$ cat src/sv/jiap_pkg.sv
// Shared types, codes and helpers for the JTAG ISP array programmer.
package jiap_pkg;

  // Default sizes handed to the top level parameters
  localparam int ARRAY_DEPTH_DEF  = 32768;
  localparam int BUFFER_BYTES_DEF = 256;

  // Configuration register indexes
  typedef enum logic [2:0] {
    CFG_DATA_BITS     = 3'd0,
    CFG_ADDR_BITS     = 3'd1,
    CFG_BOUNDARY_BITS = 3'd2,
    CFG_ID_CODE       = 3'd3,
    CFG_ARRAY_BYTES   = 3'd4
  } jiap_cfg_idx_t;

  // Configuration reset values
  localparam logic [11:0] DATA_BITS_RST     = 12'd740;
  localparam logic [11:0] ADDR_BITS_RST     = 12'd100;
  localparam logic [11:0] BOUNDARY_BITS_RST = 12'd196;
  localparam logic [31:0] ID_CODE_RST       = 32'h0181_1043;
  localparam logic [15:0] ARRAY_BYTES_RST   = 16'd9300;

  // TAP event and buffer access commands
  typedef enum logic [2:0] {
    CMD_CAPTURE_IR = 3'd0,
    CMD_UPDATE_IR  = 3'd1,
    CMD_CAPTURE_DR = 3'd2,
    CMD_UPDATE_DR  = 3'd3,
    CMD_WRITE_BYTE = 3'd4,
    CMD_READ_BYTE  = 3'd5
  } jiap_cmd_code_t;

  // Instruction opcodes
  localparam logic [7:0] OP_ADDR_SHIFT = 8'h01;
  localparam logic [7:0] OP_ERASE      = 8'h03;
  localparam logic [7:0] OP_ENABLE     = 8'h15;
  localparam logic [7:0] OP_IDCODE     = 8'h16;
  localparam logic [7:0] OP_USERCODE   = 8'h17;
  localparam logic [7:0] OP_USER_PROG  = 8'h1A;
  localparam logic [7:0] OP_SAMPLE     = 8'h1C;
  localparam logic [7:0] OP_IR_CAPTURE = 8'h1D;
  localparam logic [7:0] OP_DISABLE    = 8'h1E;
  localparam logic [7:0] OP_ADDR_INIT  = 8'h21;
  localparam logic [7:0] OP_PROGRAM    = 8'h27;
  localparam logic [7:0] OP_READ       = 8'h2A;
  localparam logic [7:0] OP_BYPASS     = 8'hFF;

  // Result status codes
  typedef enum logic [2:0] {
    STS_OK         = 3'd0,
    STS_OVERFLOW   = 3'd1,
    STS_NOT_ERASED = 3'd2,
    STS_NOT_ISP    = 3'd3,
    STS_BAD_ADDR   = 3'd4,
    STS_UNKNOWN    = 3'd5
  } jiap_status_t;

  // Controller states, also the datapath operation of the cycle
  typedef enum logic [3:0] {
    ST_INIT, ST_IDLE, ST_DECODE, ST_ERASE, ST_LOAD, ST_STORE, ST_SEARCH,
    ST_SCALE, ST_ID_WR, ST_UC_WR, ST_UC_RD, ST_BYTE_RD, ST_DONE
  } jiap_state_t;

  // Multi-cycle work picked by the decoder
  typedef enum logic [3:0] {
    ACT_NONE, ACT_ERASE, ACT_LOAD, ACT_STORE, ACT_SEARCH,
    ACT_ID_WR, ACT_UC_WR, ACT_UC_RD, ACT_BYTE_RD
  } jiap_act_t;

  typedef struct packed {
    jiap_state_t op;
    logic        accept;
    logic        load_out;
  } jiap_cmd_t;

  typedef struct packed {
    jiap_act_t act;
    logic      done;
  } jiap_sts_t;

  // Bit reversal of one byte
  function automatic logic [7:0] rev8(input logic [7:0] v);
    logic [7:0] r;
    for (int k = 0; k < 8; k++) r[k] = v[7-k];
    return r;
  endfunction

endpackage

$ cat src/sv/jiap_ctrl.sv
// Sequencing state machine: item handshake, operation steps, result register.
module jiap_ctrl (
  input  logic                clk,
  input  logic                rst_n,
  input  logic                in_tvalid,
  output logic                in_tready,
  output logic                out_tvalid,
  input  logic                out_tready,
  input  jiap_pkg::jiap_sts_t sts,
  output jiap_pkg::jiap_cmd_t cmd
);

  jiap_pkg::jiap_state_t state_r, state_nxt;
  logic out_valid_r, out_valid_nxt;
  logic out_free;

  assign out_free = !out_valid_r || out_tready;

  // Next state
  always_comb begin
    state_nxt = state_r;
    unique case (state_r) inside
      jiap_pkg::ST_INIT: if (sts.done) state_nxt = jiap_pkg::ST_IDLE;
      jiap_pkg::ST_IDLE: if (in_tvalid) state_nxt = jiap_pkg::ST_DECODE;
      jiap_pkg::ST_DECODE: begin
        unique case (sts.act)
          jiap_pkg::ACT_NONE:    state_nxt = jiap_pkg::ST_DONE;
          jiap_pkg::ACT_ERASE:   state_nxt = jiap_pkg::ST_ERASE;
          jiap_pkg::ACT_LOAD:    state_nxt = jiap_pkg::ST_LOAD;
          jiap_pkg::ACT_STORE:   state_nxt = jiap_pkg::ST_STORE;
          jiap_pkg::ACT_SEARCH:  state_nxt = jiap_pkg::ST_SEARCH;
          jiap_pkg::ACT_ID_WR:   state_nxt = jiap_pkg::ST_ID_WR;
          jiap_pkg::ACT_UC_WR:   state_nxt = jiap_pkg::ST_UC_WR;
          jiap_pkg::ACT_UC_RD:   state_nxt = jiap_pkg::ST_UC_RD;
          jiap_pkg::ACT_BYTE_RD: state_nxt = jiap_pkg::ST_BYTE_RD;
          default:               state_nxt = jiap_pkg::ST_DONE;
        endcase
      end
      jiap_pkg::ST_ERASE, jiap_pkg::ST_LOAD, jiap_pkg::ST_STORE, jiap_pkg::ST_ID_WR,
      jiap_pkg::ST_UC_WR, jiap_pkg::ST_UC_RD, jiap_pkg::ST_BYTE_RD: begin
        if (sts.done) state_nxt = jiap_pkg::ST_DONE;
      end
      jiap_pkg::ST_SEARCH: if (sts.done) state_nxt = jiap_pkg::ST_SCALE;
      jiap_pkg::ST_SCALE:  state_nxt = jiap_pkg::ST_DONE;
      jiap_pkg::ST_DONE:   if (out_free) state_nxt = jiap_pkg::ST_IDLE;
      default:             state_nxt = jiap_pkg::ST_INIT;
    endcase
  end

  // Outputs
  always_comb begin
    in_tready    = (state_r == jiap_pkg::ST_IDLE);
    cmd.op       = state_r;
    cmd.accept   = (state_r == jiap_pkg::ST_IDLE) && in_tvalid;
    cmd.load_out = (state_r == jiap_pkg::ST_DONE) && out_free;
  end

  // Result valid flag
  assign out_valid_nxt = cmd.load_out || (out_valid_r && !out_tready);
  assign out_tvalid    = out_valid_r;

  always_ff @(posedge clk) begin
    if (!rst_n) begin
      state_r     <= jiap_pkg::ST_INIT;
      out_valid_r <= 1'b0;
    end else begin
      state_r     <= state_nxt;
      out_valid_r <= out_valid_nxt;
    end
  end

endmodule

$ cat config.mk
export PLATFORM = sky130hd
export DESIGN_NAME = jiap_ctrl
export DESIGN_NICKNAME = d
export VERILOG_FILES = /design/src/sv/jiap_pkg.sv /design/src/sv/jiap_ctrl.sv
export SDC_FILE = /design/constraint.sdc
export NUM_CORES = 1
export LEC_CHECK = 0
export BUFFER_PORTS_ARGS = -buffer_cell sky130_fd_sc_hd__clkbuf_2
export CORE_AREA = 2 2 39 41
export DETAILED_ROUTE_END_ITERATION = 10
export DIE_AREA = 0 0 41 43
export PLACE_DENSITY_LB_ADDON = 0.25
export SETUP_SLACK_MARGIN = 0.4
export SYNTH_ARGS = -nofsm -noshare
export SYNTH_HDL_FRONTEND = slang
export SYNTH_SLANG_ARGS = --single-unit
$ cat constraint.sdc
create_clock -name clk -period 2.15 [get_ports clk]
set_clock_uncertainty 0.05 [all_clocks]
set_input_delay 0.3225 -clock clk [delete_from_list [all_inputs] [get_ports clk]]
set_output_delay 0.3225 -clock clk [all_outputs]
set_load 0.1 [all_outputs]
* Word level (Yosys, flattened, before mapping)
Memories as Yosys holds them, arrays and structs flattened.
Cells that the tools add are included.
** Cells by class
- Eq/ne operators :: 17
- Multiplexer cells :: 6
- Reduce and logical (&&, ||, !) cells :: 10
** Operators by type and width (count)
- case mux 4 bit (7 select lines) :: 1
- equality test 4 bit (second input constant) :: 5
- 2-to-1 mux 4 bit :: 5
- equality test 4 x 3 -> 1 bit (second input constant) :: 4
- inequality test 2 bit (second input constant) :: 5
- equality test 4 x 2 -> 1 bit (second input constant) :: 2
- OR reduction 7 bit :: 1
- AND reduction 5 bit :: 1
- equality test 4 x 1 -> 1 bit (second input constant) :: 1
- logical NOT 4 bit :: 1
- logical AND 1 bit :: 3
- logical NOT 1 bit :: 2
- logical OR 1 bit :: 2
** Word-level totals
- Register bits :: 5
- Bits in read-only memories :: 64
- Input bits :: 9
- Output and inout port bits :: 8
- Word-level logic and storage cells :: 36
- Memories :: 1
** Memories
- (no name shown) :: words 16, bits a word 4, read ports 1, clocked after Yosys merged registers in 0, write ports 0, RTL line jiap_ctrl.sv:26 : unique case (sts.act)

* Logic depth before layout (Yosys ltp)
- Depth after elaboration :: 4
- Mapped depth :: 7
- Gate-level depth less buffers :: 7

* Worst setup path after synthesis
No wires, ideal clock.
- Path kind :: register to output
- From :: reg state_r[0]
- To :: out cmd[1] (netlist bit)
- Data arrival time :: 4.373 ns
- Required time :: 1.778 ns
- Slack :: -2.596 ns
- Cell stages (with the launch flop) :: 5
- Path buffers :: 1
- Path through :: dfxtp_1 > buf_2 > nand2b_1 > nor3_1 > and2_1
** RTL lines
- start: declaration :: RTL line jiap_ctrl.sv:13 : jiap_pkg::jiap_state_t state_r, state_nxt;
- start signal: assignment :: RTL line jiap_ctrl.sv:64 : state_r <= jiap_pkg::ST_INIT;
- start signal: assignment :: RTL line jiap_ctrl.sv:67 : state_r <= state_nxt;
- end: declaration :: RTL line jiap_ctrl.sv:10 : output jiap_pkg::jiap_cmd_t cmd

==> metrics.cfg <==
[sta]
period_share=0.785
holdWs_ps=319
setup_viol=0
grt_setup_unrepaired=true
max_freq_mhz=593
min_period_ps=1690
slew_viol_final=0
final-hold-violation-count=0
worst_slack_ps=463
slew-limit-headroom=0.637
worstMarginPinSlew_ps=547

[synth]
synth_top_cell_by_area=dfxtp_1
syn_inst=66
syn_area_per_cell_um2=7.83
seq_area_frac_synth=0.194
synth_fp_nets=79
yosysUniqueCellTypes=30
syn_area_um2=517
yosys_warnings=0
synthTopCellsByArea=dfxtp_1 19%, ha_1 9.7%, mux2i_1 5.8%
ys_ff_latch=5
yosysTopAreaCellShare=0.194

[floorplanning]
die-area_um2=1760
die_h_um=43
coreArea_um2=1380
io_pins=17
fp-row-count=14
fp.dieW_um=41
start_util=0.373

[routing]
post-route-drc-count=0
wl_um=1210
wl_per_cell_um=12.2
via_per_inst=5.12
route.vias.total=507
drt_iter0_drc=3
ant_nets=0
dr.pass1.iters=4

[finish]
nets=97
area_delta_synth_final_pct=38.7
num_antenna_cells=0
mostFrequentLayoutCells=13 x clkbuf_2, 6 x nor2_1, 5 x inv_1, 5 x o21ai_0
n_fill_cell=146
final_cells=99
multi_input_area_um2=419
fin_area_um2=717
seq_area_um2=116
drive_gt1_frac=0.434
final_util=0.518
layout_commonest_cell=clkbuf_2

[worst_setup_path]
critical-path-top-delay-family=simple AND/OR/NAND/NOR gates
crit_path_max_fanout=11
arrival_ps=1310
worst_setup_path_end_kind=output pin
critPathSlowestCell=dfxtp_4
cp-start-kind=flip-flop
cp_data_required_time_ps=1780
worst-path-buf-inv=1
path_cells=nand2b_4 > nor3_4 > and2_4 > buf_8
max_stage_delay_ps=370
critical_path_class=reg -> out

[grt]
antenna_found_initial=0
grt_use_met1=0.191
grt_max_degree=14
gr-total-overflow=0
grt_pass1_vias=440
met3_usage=0.0628
grt_pass1_wl_um=1790
top_usage_layer=met2
grt_usage=0.152
use_met2=0.213

[clock_network]
cts_max_level=1
clk_latency_ps=240
clkTransAtPathRegs_ps=40
cts_inserted_buffers=3
cts_tree=yes
postCtsHoldBufs=0
cts_root_buffer=clkbuf_4
cts_buffer_depth=2
clock_sinks=5

[place]
place.gp.congestion=0.735
port_buffers=16
pre_cts_ws_ps=478
dpl-instance-area_um2=629
hpwl_um=844
place_inst=93

[status]
status=complete, no violations

[power_and_ir_drop]
ir_drop_mv=0.747
p_sw_frac=0.587
p_int_uw=440
power_density_nw_per_um2=1490
p_leak_nw=0.331
power_frac_comb=0.682
clkPwrFrac=0.102
seq_power_share=0.216
p_sw_uw=627

[run]
drv_cap=0

[worst_hold_path]
hold_class=in -> reg

-- worst reg2reg max path, stage by stage, from the launching register on --
cell	delay [ps]
dfxtp_4	390
a21o_1	200
a221oi_4	330
nor3_4	100
and3_1	200
a2111oi_2	310
-- what timing repair did --
action,CTS,global route
pin swaps,0,2
setup buffers,0,2
setup endpoints to repair,3,3
gates resized for setup,4,7
-- layout make-up --
cell class / count / share of cell area
Clock buffer: 4 / 0.0366
Inverter: 5 / 0.0262
Multi-Input combinational cell: 51 / 0.585
Sequential cell: 5 / 0.162
Tap cell: 16 / 0.0279
Timing Repair Buffer: 18 / 0.162
-- layer usage --
| layer | part of all wire | up-vias | routed length [µm] |
|---|---|---|---|
| met4 | 0.012 | 0 | 14 |
| li1 | - | 263 | - |
| met5 | 0 | - | 0 |
| met1 | 0.42 | 229 | 501 |
| met2 | 0.52 | 13 | 628 |
| met3 | 0.050 | 2 | 60 |
-- Yosys cell counts --
cell and count:
buf_2 2, dfxtp_1 5, inv_1 5, a221oi_2 1, nor2b_1 3, a21boi_0 1
nand2b_1 3, and2_1 1, xor2_1 2, clkbuf_1 1, o211ai_1 1, nor3_2 1
a31oi_1 2, a2111oi_2 1, a21oi_1 3, nand4bb_1 1, o21ai_0 5, nand3b_1 2
buf_6 1, and3_1 2, a21o_1 1, nor4_2 1, nor3_1 1, nand2_1 3
o22ai_1 1, a31o_1 1, nor2_1 7, buf_4 1, mux2i_1 3, ha_1 4
-- cells by family (layout without fill, tap and decap cells) --
family	Yosys count	after routing	synth area share
buffers and inverters	10	27	0.0993
AOI/OAI and AO/OA	17	17	0.232
adders and majority gates	4	4	0.0969
xor gates and xnor gates	2	2	0.0339
muxes	3	3	0.0581
DFF	5	5	0.194
and+or+nand+nor	25	25	0.286
-- power by group through the flow --
stage	logic [mW]	clock network (mW)	registers, mW
after CTS	0.650	0.116	0.225
after global routing	0.772	0.125	0.241
final	0.728	0.109	0.231
after floorplan	0.458	0	0.353
after global placement	0.638	0	0.225
after detailed placement	0.641	0	0.227
-- state kept, by name, summed over array words and instances, names as in the netlist --
name	count
out_tvalid	1
state_r	4
-- path summary, 6_finish.rpt --
kind	end	cells past startpoint	slack (ps)	from
worst max-delay path	cmd[1]	4	460	state_r[1]
worst max register to register	state_r[2]	5	480	state_r[3]
worst min-delay path	state_r[3]	2	320	rst_n
worst min register to register	state_r[1]	2	490	state_r[1]
-- per-stage QoR --
step	TNS, ps	total power [mW]
floorplan	-306	0.811
global placement	0	0.863
detailed placement	0	0.868
CTS	0	0.992
global route	0	1.14
finish	0	1.07
Note: power is estimated with default switching activity, not from simulation.
